[src/rtl/dvrt_pkg.sv]
// shared types and constants for the distance vector route table
`default_nettype none
package dvrt_pkg;
	localparam int MaxPorts = 16;
	localparam int MaxNodes = 64;
	localparam int PortW = 4;
	localparam int NodeW = 6;
	localparam int CostW = 16;
	localparam int TimeW = 32;
	localparam int ApW = 5;
	localparam int InW = 104;
	localparam int OutW = 40;

	localparam logic [1:0] CfgActivePorts = 2'd0;
	localparam logic [1:0] CfgTimeout = 2'd1;
	localparam logic [1:0] CfgInfinity = 2'd2;

	localparam logic [1:0] ActReply = 2'd0;
	localparam logic [1:0] ActVector = 2'd1;
	localparam logic [1:0] ActTick = 2'd2;
	localparam logic [1:0] ActAdv = 2'd3;

	typedef enum logic [2:0] {
		ST_IDLE,
		ST_EXEC,
		ST_SCAN,
		ST_ADV,
		ST_OUT
	} state_t;

	// controller to datapath
	typedef struct packed {
		logic load;      // capture input item
		logic exec;      // reply / vector update
		logic scan_step; // expiry of one port
		logic adv_step;  // look at one route
		logic clr_cnt;
		logic emit_single;
		logic emit_adv;
		logic emit_final_empty;
	} cmd_t;

	// datapath to controller
	typedef struct packed {
		logic [1:0] action;
		logic scan_done;
		logic adv_ok;    // advertise port has a neighbor
		logic adv_hit;   // current route valid
		logic adv_more;  // a valid route follows the current one
		logic adv_last_idx;
		logic adv_any;   // a route was emitted
	} sts_t;
endpackage
`default_nettype wire

[src/rtl/dvrt_ctrl.sv]
// controller state machine of the route table
`default_nettype none
module dvrt_ctrl (
	input  wire logic clk,
	input  wire logic arst_n,
	input  wire logic in_fire,
	input  wire logic out_busy,
	input  wire dvrt_pkg::sts_t sts,
	output dvrt_pkg::cmd_t cmd,
	output logic idle
);
	import dvrt_pkg::*;
	state_t state_q, state_d;

	always_ff @(posedge clk or negedge arst_n) begin
		if (!arst_n) state_q <= ST_IDLE;
		else state_q <= state_d;
	end

	always_comb begin
		state_d = state_q;
		unique case (state_q)
			ST_IDLE: if (in_fire) state_d = ST_EXEC;
			ST_EXEC: begin
				if (!out_busy) begin
					unique case (sts.action)
						ActTick: state_d = ST_SCAN;
						ActAdv: state_d = ST_ADV;
						default: state_d = ST_IDLE;
					endcase
				end
			end
			ST_SCAN: if (sts.scan_done) state_d = ST_OUT;
			ST_ADV: begin
				if (!out_busy) begin
					if (!sts.adv_ok || sts.adv_last_idx && !sts.adv_hit && !sts.adv_any)
						state_d = ST_IDLE;
					else if (sts.adv_hit && !sts.adv_more) state_d = ST_IDLE;
					else if (!sts.adv_hit && sts.adv_last_idx) state_d = ST_IDLE;
				end
			end
			ST_OUT: if (!out_busy) state_d = ST_IDLE;
			default: state_d = ST_IDLE;
		endcase
	end

	always_comb begin
		cmd = '0;
		idle = (state_q == ST_IDLE);
		unique case (state_q)
			ST_IDLE: cmd.load = in_fire;
			ST_EXEC: begin
				if (!out_busy) begin
					cmd.clr_cnt = 1'b1;
					if (sts.action == ActReply || sts.action == ActVector) begin
						cmd.exec = 1'b1;
						cmd.emit_single = 1'b1;
					end
				end
			end
			ST_SCAN: cmd.scan_step = 1'b1;
			ST_ADV: begin
				if (!out_busy) begin
					cmd.adv_step = 1'b1;
					if (!sts.adv_ok) cmd.emit_final_empty = 1'b1;
					else if (sts.adv_hit) cmd.emit_adv = 1'b1;
					else if (sts.adv_last_idx && !sts.adv_any) cmd.emit_final_empty = 1'b1;
				end
			end
			ST_OUT: cmd.emit_single = !out_busy;
			default: cmd = '0;
		endcase
	end
endmodule
`default_nettype wire

[src/rtl/dvrt_data.sv]
// tables, arithmetic and result register of the route table
`default_nettype none
module dvrt_data (
	input  wire logic clk,
	input  wire logic arst_n,
	input  wire logic [dvrt_pkg::InW-1:0] in_item,
	input  wire logic cfg_we,
	input  wire logic [1:0] cfg_idx,
	input  wire logic [dvrt_pkg::TimeW-1:0] cfg_data,
	input  wire dvrt_pkg::cmd_t cmd,
	output dvrt_pkg::sts_t sts,
	output logic out_busy,
	output logic out_v,
	input  wire logic out_rdy,
	output logic [dvrt_pkg::OutW-1:0] out_item
);
	import dvrt_pkg::*;

	logic [ApW-1:0] active_q;
	logic [TimeW-1:0] tmo_q;
	logic [CostW-1:0] inf_q;

	logic [1:0] act_q;
	logic [PortW-1:0] port_q;
	logic [NodeW-1:0] src_q, dst_q;
	logic [CostW-1:0] cost_q;
	logic [TimeW-1:0] now_q, sent_q;
	logic last_q;

	logic [MaxPorts-1:0] nv_q;
	logic [NodeW-1:0] nid_q [MaxPorts];
	logic [TimeW-1:0] nseen_q [MaxPorts];
	logic [CostW-1:0] nrtt_q [MaxPorts];
	logic [MaxNodes-1:0] rv_q;
	logic pchg_q;

	logic [PortW:0] scan_q;
	logic [NodeW:0] idx_q;
	logic [ApW-1:0] rem_q;
	logic any_q;

	// route entries: next hop above cost, read through a register ahead of use
	logic [NodeW+CostW-1:0] route_mem [MaxNodes];
	logic [NodeW+CostW-1:0] rd_q;
	logic [CostW-1:0] rd_cost;
	logic [NodeW-1:0] rd_hop;
	assign rd_cost = rd_q[CostW-1:0];
	assign rd_hop = rd_q[NodeW+CostW-1:CostW];

	always_ff @(posedge clk or negedge arst_n) begin
		if (!arst_n) begin
			active_q <= ApW'(16);
			tmo_q <= TimeW'(15000);
			inf_q <= '1;
		end else if (cfg_we) begin
			unique case (cfg_idx)
				CfgActivePorts: active_q <= cfg_data[ApW-1:0];
				CfgTimeout: tmo_q <= cfg_data;
				CfgInfinity: inf_q <= cfg_data[CostW-1:0];
				default: ;
			endcase
		end
	end

	always_ff @(posedge clk) begin
		if (cmd.load) begin
			act_q <= in_item[1:0];
			port_q <= in_item[5:2];
			src_q <= in_item[11:6];
			dst_q <= in_item[17:12];
			cost_q <= in_item[33:18];
			now_q <= in_item[65:34];
			sent_q <= in_item[97:66];
			last_q <= in_item[98];
		end
	end

	// reply and vector arithmetic
	logic [CostW-1:0] rtt, direct, total;
	logic [CostW:0] sum;
	logic nv_p, rv_s, rv_d;
	logic rep_upd, vec_chg, vec_new;
	always_comb begin
		rtt = now_q[CostW-1:0] - sent_q[CostW-1:0];
		direct = (rtt > inf_q) ? inf_q : rtt;
		nv_p = nv_q[port_q];
		rv_s = rv_q[src_q];
		rv_d = rv_q[dst_q];
		sum = {1'b0, nrtt_q[port_q]} + {1'b0, cost_q};
		total = (cost_q >= inf_q || sum > {1'b0, inf_q}) ? inf_q : sum[CostW-1:0];
		rep_upd = !nv_p || !rv_s || rd_cost != direct;
		vec_new = !rv_d || rd_cost > total;
		vec_chg = nv_p && (vec_new || rd_hop == src_q && rd_cost != total);
	end

	// expiry of one port per cycle
	logic [PortW-1:0] sp;
	logic expire;
	always_comb begin
		sp = scan_q[PortW-1:0];
		expire = nv_q[sp] && (now_q - nseen_q[sp]) > tmo_q;
	end

	logic [NodeW-1:0] ai, nidp;
	logic [MaxNodes-1:0] above;
	always_comb begin
		ai = idx_q[NodeW-1:0];
		nidp = nid_q[port_q];
		above = rv_q & ~((MaxNodes'(2) << ai) - MaxNodes'(1));
		sts.action = act_q;
		sts.scan_done = scan_q >= {1'b0, (active_q > ApW'(MaxPorts)) ? PortW'(0) : active_q[PortW-1:0]}
			&& !(active_q >= ApW'(MaxPorts) && !scan_q[PortW]) ;
		sts.adv_ok = nv_p;
		sts.adv_hit = rv_q[ai];
		sts.adv_more = |above;
		sts.adv_last_idx = (ai == NodeW'(MaxNodes-1));
		sts.adv_any = any_q;
	end

	// one write and one registered read per cycle
	logic rt_we, rd_en;
	logic [NodeW-1:0] rt_addr, rd_addr;
	logic [NodeW+CostW-1:0] rt_wdata;
	always_comb begin
		rt_we = cmd.exec && ((act_q == ActReply) ? rep_upd : vec_chg);
		rt_addr = (act_q == ActReply) ? src_q : dst_q;
		rt_wdata = {src_q, (act_q == ActReply) ? direct : total};
		rd_en = cmd.load || cmd.clr_cnt || cmd.adv_step;
		if (cmd.load) rd_addr = (in_item[1:0] == ActVector) ? in_item[17:12] : in_item[11:6];
		else if (cmd.adv_step) rd_addr = ai + NodeW'(1);
		else rd_addr = '0;
	end

	always_ff @(posedge clk) begin
		if (rt_we) route_mem[rt_addr] <= rt_wdata;
		if (rd_en) rd_q <= route_mem[rd_addr];
	end

	always_ff @(posedge clk or negedge arst_n) begin
		if (!arst_n) begin
			nv_q <= '0;
			rv_q <= '0;
			pchg_q <= 1'b0;
			scan_q <= '0;
			idx_q <= '0;
			rem_q <= '0;
			any_q <= 1'b0;
		end else begin
			if (cmd.clr_cnt) begin
				scan_q <= '0;
				idx_q <= '0;
				rem_q <= '0;
				any_q <= 1'b0;
			end
			if (cmd.exec && act_q == ActReply) begin
				nv_q[port_q] <= 1'b1;
				if (rep_upd) rv_q[src_q] <= 1'b1;
			end
			if (cmd.exec && act_q == ActVector) begin
				if (nv_p && vec_new) rv_q[dst_q] <= 1'b1;
				if (last_q) pchg_q <= 1'b0;
				else if (vec_chg) pchg_q <= 1'b1;
			end
			if (cmd.scan_step && !sts.scan_done) begin
				scan_q <= scan_q + 1'b1;
				if (expire) begin
					nv_q[sp] <= 1'b0;
					rv_q[nid_q[sp]] <= 1'b0;
					rem_q <= rem_q + 1'b1;
				end
			end
			if (cmd.adv_step) begin
				idx_q <= idx_q + 1'b1;
				if (cmd.emit_adv) any_q <= 1'b1;
			end
		end
	end

	always_ff @(posedge clk) begin
		if (cmd.exec && act_q == ActReply) begin
			if (!nv_p) nid_q[port_q] <= src_q;
			nseen_q[port_q] <= now_q;
			nrtt_q[port_q] <= rtt;
		end
	end

	// result register
	logic ov_q;
	logic [OutW-1:0] od_q, od_d;
	logic [CostW-1:0] acost;
	logic emit;
	always_comb begin
		acost = (rd_hop == nidp) ? inf_q : rd_cost;
		emit = cmd.emit_single || cmd.emit_adv || cmd.emit_final_empty;
		od_d = '0;
		if (cmd.emit_adv) begin
			od_d[6] = 1'b1;
			od_d[12:7] = nidp;
			od_d[18:13] = ai;
			od_d[34:19] = acost;
			od_d[36] = !sts.adv_more;
		end else begin
			od_d[36] = 1'b1;
			if (cmd.emit_single) begin
				if (act_q == ActTick) od_d[5:1] = rem_q;
				else if (act_q == ActReply) od_d[0] = rep_upd;
				else od_d[0] = last_q && (pchg_q || vec_chg);
			end
		end
	end

	always_ff @(posedge clk or negedge arst_n) begin
		if (!arst_n) begin
			ov_q <= 1'b0;
			od_q <= '0;
		end else begin
			ov_q <= emit || (ov_q && !out_rdy);
			if (emit) od_q <= od_d;
		end
	end
	assign out_v = ov_q;
	assign out_item = od_q;
	assign out_busy = ov_q && !out_rdy;

	a_one_emit: assert property (@(posedge clk) disable iff (!arst_n)
		!(cmd.emit_single && cmd.emit_adv)) else $error("two results at once");
	a_scan_lim: assert property (@(posedge clk) disable iff (!arst_n)
		scan_q <= (PortW+1)'(MaxPorts)) else $error("scan overrun");
	a_rem: assert property (@(posedge clk) disable iff (!arst_n)
		rem_q <= ApW'(MaxPorts)) else $error("removed count overrun");
endmodule
`default_nettype wire

[src/rtl/distance_vector_route_table.sv]
// top level of the distance vector route table
// One item is in work at a time and s_tready is high only while the block is idle. For reply and
// vector entries the route entry is read at accept and updated in the EXEC state. An expiry tick
// checks one port per cycle, min(active_ports,16) ports in all. An advertise steps through the
// route entries in order up to the last valid one, giving one result per valid route, or one
// empty final result when the port has no neighbor or no route is valid. Routes sit in a RAM
// with a registered read, addressed ahead of use. A result waiting on m_tready stalls the EXEC,
// ADV and OUT states; an item only completes its update once the previous result has been taken.
`default_nettype none
module distance_vector_route_table (
	input  wire logic clk,
	input  wire logic arst_n,
	input  wire logic s_tvalid,
	output logic s_tready,
	// action, port, sender id, dest_id, cost, now, sent_time (lowest first)
	input  wire logic [dvrt_pkg::InW-1:0] s_tdata,
	input  wire logic s_tlast,
	output logic m_tvalid,
	input  wire logic m_tready,
	// update_needed, removed_count, adv_valid, adv_neighbor, adv_dest, adv_cost
	output logic [dvrt_pkg::OutW-1:0] m_tdata,
	output logic m_tlast,
	input  wire logic cfg_we,
	input  wire logic [1:0] cfg_addr,
	input  wire logic [31:0] cfg_data
);
	import dvrt_pkg::*;
	cmd_t cmd;
	sts_t sts;
	logic busy, idle, ov;
	logic [OutW-1:0] od;

	assign s_tready = idle;

	dvrt_ctrl u_ctrl (.clk, .arst_n, .in_fire(s_tvalid && s_tready), .out_busy(busy),
		.sts, .cmd, .idle);
	dvrt_data u_data (.clk, .arst_n, .in_item({5'b0, s_tlast, s_tdata[97:0]}), .cfg_we,
		.cfg_idx(cfg_addr), .cfg_data, .cmd, .sts, .out_busy(busy), .out_v(ov),
		.out_rdy(m_tready), .out_item(od));

	assign m_tvalid = ov;
	assign m_tdata = {5'b0, od[34:0]};
	assign m_tlast = od[36];
endmodule
`default_nettype wire
[config.mk]
export PLATFORM = sky130hd
export DESIGN_NAME = distance_vector_route_table
export DESIGN_NICKNAME = d
export VERILOG_FILES = /design/src/rtl/dvrt_pkg.sv /design/src/rtl/dvrt_ctrl.sv /design/src/rtl/dvrt_data.sv /design/src/rtl/distance_vector_route_table.sv
export SDC_FILE = /design/constraint.sdc
export NUM_CORES = 2
export LEC_CHECK = 0
export BUFFER_PORTS_ARGS = -buffer_cell sky130_fd_sc_hd__buf_4
export CAP_MARGIN = 15
export CORE_ASPECT_RATIO = 0.9
export CORE_MARGIN = 2
export CORE_UTILIZATION = 57
export DETAILED_ROUTE_END_ITERATION = 8
export MAX_ROUTING_LAYER = met4
export PLACE_DENSITY = 0.85
export SLEW_MARGIN = 20
export SYNTH_ARGS = -nofsm -noshare
export SYNTH_HDL_FRONTEND = slang
export SYNTH_HIERARCHICAL = 1
export SYNTH_SLANG_ARGS = --single-unit
[constraint.sdc]
create_clock -name clk -period 11.2 [get_ports clk]
set_input_delay 0.56 -clock clk [delete_from_list [all_inputs] [get_ports clk]]
set_output_delay 0.56 -clock clk [all_outputs]
set_load 0.02 [all_outputs]
* Word-level counts from Yosys, hierarchy flattened *
Memories as Yosys holds them, arrays and structs flattened. A register that Yosys moved wholly into a read port is not among the register bits.
Index checks and enable logic that the tools add are counted.

storage, ports and cells
  latch bits = 0
  output and inout port bits = 43
  RAM bits = 2272
  input port bits = 144
  memory bits (read-only) = 0
  memories kept = 4
  register bits after elaboration = 275

memories
  name              words  width  read ports  clocked after memory_dff  wr ports  line             source
  u_data.route_mem  64     22     1           1                         1         dvrt_data.sv:43  logic [NodeW+CostW-1:0] route_mem [MaxNodes];
  u_data.nseen_q    16     32     1           0                         1         dvrt_data.sv:32  logic [TimeW-1:0] nseen_q [MaxPorts];
  u_data.nrtt_q     16     16     1           1                         1         dvrt_data.sv:33  logic [CostW-1:0] nrtt_q [MaxPorts];
  u_data.nid_q      16     6      2           1                         1         dvrt_data.sv:31  logic [NodeW-1:0] nid_q [MaxPorts];

operators by class
  shift-type cells = 1
  multiplexer cells = 94
  divide/modulo/power cells = 0
  bitwise logic cells = 9
  magnitude comparators = 19
  reductions and logical operators = 58
  add/subtract/negate cells = 8
  eq/ne operators = 21
  $mul = 0

operator list
  cell                                                                                 count
  64-bit two-way mux                                                                   6
  64-bit AND                                                                           2
  64-bit inverter                                                                      2
  64-bit bitwise OR                                                                    2
  16-bit two-way mux                                                                   7
  64-bit OR reduction                                                                  1
  2-bit by 6-bit left shift with 64-bit output, first input constant                   1
  64-bit by 1-bit subtractor with 64-bit output, second input constant                 1
  1-bit two-way mux                                                                    39
  6-bit two-way mux                                                                    6
  16-bit > comparator                                                                  2
  32-bit > comparator                                                                  1
  16-bit != test                                                                       2
  32-bit subtractor                                                                    1
  5-bit two-way mux                                                                    6
  29-bit two-way mux                                                                   1
  6-bit by 7-bit < comparator with 1-bit output, second input constant                 4
  3-bit two-way mux                                                                    8
  1-bit logical AND                                                                    22
  1-bit binary-select mux with 6-bit select                                            3
  1-bit demux with 6-bit select                                                        3
  6-bit by 1-bit greater-or-equal comparator with 1-bit output, second input constant  3
  16-bit by 16-bit adder with 17-bit output                                            1
  17-bit by 16-bit > comparator with 1-bit output                                      1
  38 further kinds                                                                     85

* Logic depth before layout (Yosys ltp) *
  depth in word-level cells = 14
  depth in mapped cells = 37

* Cells and area by module *
Netlist, hierarchy kept.

by module, submodules not included
  module                       cells each  times used  area an instance (um2)
  dvrt_data                    6259        1           111045.3
  dvrt_ctrl                    37          1           321.6
  distance_vector_route_table  7           1           47.5

* Least setup slack after synthesis *
Ideal clock, no wire load.

  path kind = flip-flop to flip-flop
  from = reg (tool-made name)
  to = mem u_data/route_mem[10][0] in the netlist's numbering, enable pin
  required time = 10.771 ns
  period minus slack after synthesis = 10.738 ns
  stages on the path, launching flop included = 38
  buffers on the path = 6
  arrival = 10.310 ns
  path slack = 0.462 ns
  path through = dfxtp_1 buf_2 buf_2 clkbuf_1 buf_1 mux4_2 mux4_2 ha_1 fa_1 a21o_1 a21oi_1 o21ai_0 nor3b_1 o31a_1 a21o_1 a21oi_1 xnor2_1 ha_1 (+2 left out) o21ai_0 a2111oi_0 o41ai_1 nor2_1 clkbuf_1 mux2i_1 ha_1 nand4_1 nor2_1 nand2_1 nor2_1 o31ai_1 nand3_1 a21o_1 nor3b_1 a211oi_4 buf_6 nor3_1

RTL lines
  element    line
  to (decl)  dvrt_data.sv:43

==> run metrics <==
Comb power frac=32.2%; CTS root buffer=clkbuf_16; Post-DP HPWL=198.0 mm; RD Place Congestion=1.001; Crit path max-delay family=compound AO/OA/AOI/OAI gates; endpoint of the worst-slack reg-to-reg timing path=u_data/route_mem[35][13]$_DFFE_PP_; RSZ-0062 raised after global routing=no; Crit Path Category=flop to flop; clk_skew=0.07679 ns; actual slew at the worst max-slew pin=1.225 ns; # rows=153; Cell Area, Synth=111,400 um^2; Remaining DRCs=0; total power=0.03103 W; status=finished, final reports clean; first-pass GRT wire length=492.1 mm; Die H=423.4 um; Hold Crit Class=primary input to flop; num ports=187; Max-slew headroom=17.95%; share of layout cells above drive strength 1=25.27%; total grt overflow=0; Post-CTS Repair Setup Buffers=0; number of vias per cell=7.291; CP arrival=11.29 ns; Worst Setup End Kind=flop; most common cell after layout, fill and taps aside=edfxtp_1; Slew Limit Fails=0; Buffers & Inverters on Critical Path=3; Starting Density=57.49%; Clk pin slew, worst setup/hold paths=0.06 ns; element type at the critical path start=flop; WP depth=33; achievable clock frequency=93.47 MHz; Avg Inst Size Synth=17.69 um^2; clock sink total=2,572; FF-to-FF path depth=33; gate count of the mapped netlist=6,298; Nets=6,989; CTS tree=built; die width=470.0 um; Reg2Reg Setup Slack=0.50 ns; crit path to=u_data/route_mem[35][13]$_DFFE_PP_; Buffers on Ports=159; number of global-route vias before repair=67,940; Max VDD drop=268.9 uV; Clock Latency Late Sink=0.92 ns; Clock power frac=26.6%; most frequent cells in the layout=2,377 x edfxtp_1, 693 x mux4_2, 361 x buf_4, 348 x nand2_1, 240 x clkbuf_16; hold path depth=4; setup violators final=0; Sw Share=35.04%; initial antenna violation count=13; NetSw=0.01087 W; routed wire length=344.5 mm; DRT iter0 DRCs=11,770; Via Count=68,790; CP Max Fanout=56; final hold vios=0; final worst path period share=95.52%; GRT Total Usage=35.47%; Die Area=199,000 um^2; min Tclk post-route=10.70 ns; number of buffers created by CTS=234; fillcell total=12,030; max-cap viol count=0; Flop pwr share=41.3%; highest-delay cell along the critical path=a211oi_1; Synth Warn #=6; routed len/inst=36.52 um; Int Pwr=0.02016 W; Routed Antenna Nets=0; Layout area overhead=13.09%; Core Region=193,700 um^2; Leak=40.94 nW; Critical Path Max Stage Delay=0.93 ns; DRT Pass-1 Iters=6; Critical Path RT=11.80 ns; largest net degree at the start of global routing=126; power density cells=246.4 nW/um^2; H-tree Lvls=4; clk buf depth=3; Final TNS setup=0 ns
-- per-layer routing --
metal / part of all wire, % / vias to the layer above / track usage (%)
met4: 7.2 / 0 / 19.99
li1: - / 26530 / -
met2: 48 / 6349 / 54.85
met3: 12 / 1302 / 7.411
met5: 0 / - / -
met1: 33 / 34610 / 44.12
-- timing repair --
action	4_1_cts	5_1_grt
endpoints found under the hold margin	200	0
endpoints found under the setup margin	0	0
resized for setup	0	0
hold buffers	116	0
-- power by group through the flow --
stage | clock network, W | logic (W) | registers, W
2_1_floorplan | 0 | 0.00568 | 0.0128
3_3_place_gp | 0 | 0.00887 | 0.0130
3_5_place_dp | 0 | 0.00925 | 0.0130
4_1_cts | 0.00825 | 0.00950 | 0.0128
5_1_grt | 0.00862 | 0.0103 | 0.0128
6_report | 0.00824 | 0.00999 | 0.0128
-- registers in the layout, summed over array words and instances, names as in the netlist, 22 cells and up, named ones only --
signal / count
u_data/nrtt_q: 256
u_data/now_q: 32
u_data/route_mem: 1408
u_data/out_item: 36
u_data/nid_q: 96
u_data/rd_q: 22
u_data/rv_q: 64
u_data/nseen_q: 512
u_data/tmo_q: 32
-- worst min path at each step --
stage	startpoint	to	slack (ns)
final	m_tready	u_data/out_v$_DFF_PN0_	0.11
after global routing	m_tready	u_data/out_v$_DFF_PN0_	0.12
after CTS	m_tready	u_data/out_v$_DFF_PN0_	0.08
after detailed placement	u_data/out_item[6]$_DFFE_PN0P_	u_data/out_item[6]$_DFFE_PN0P_	0.47
after global placement	u_data/out_item[6]$_DFFE_PN0P_	u_data/out_item[6]$_DFFE_PN0P_	0.47
after floorplan	arst_n	u_ctrl/state_q[0]$_DFFE_PN0P_	0.26
-- final cells by class --
class	count	area, um^2	area share, %
inverters	152	570.5	0.4529
well taps	2557	3199	2.540
multi-input cells	3213	33790	26.82
repair buffers	495	4270	3.390
clock buffers	279	6232	4.948
clock inverters	155	1588	1.260
flip-flops and latches	2572	76290	60.56
diodes	11	27.53	0.02185
-- worst min-delay path, cell delays in order --
cell,delay (ns)
buf_4,0.08
nor2b_1,0.04
buf_4,0.16
nand2b_1,0.14
-- through the flow --
step	area (um^2)	std cells	hold slack [ns]	setup slack (ns)	utilization [%]
after floorplan	111400	6302	0.2644	0.4618	-
after global placement	116600	8866	0.4664	0.9560	60.21
after detailed placement	116800	8868	0.4675	0.8405	60.27
after CTS	125700	9418	0.07890	0.5760	64.91
after global routing	126000	9433	0.1170	0.005472	65.02
final	126000	9434	0.1116	0.5014	65.02
Power figures use the tool's default switching activity.
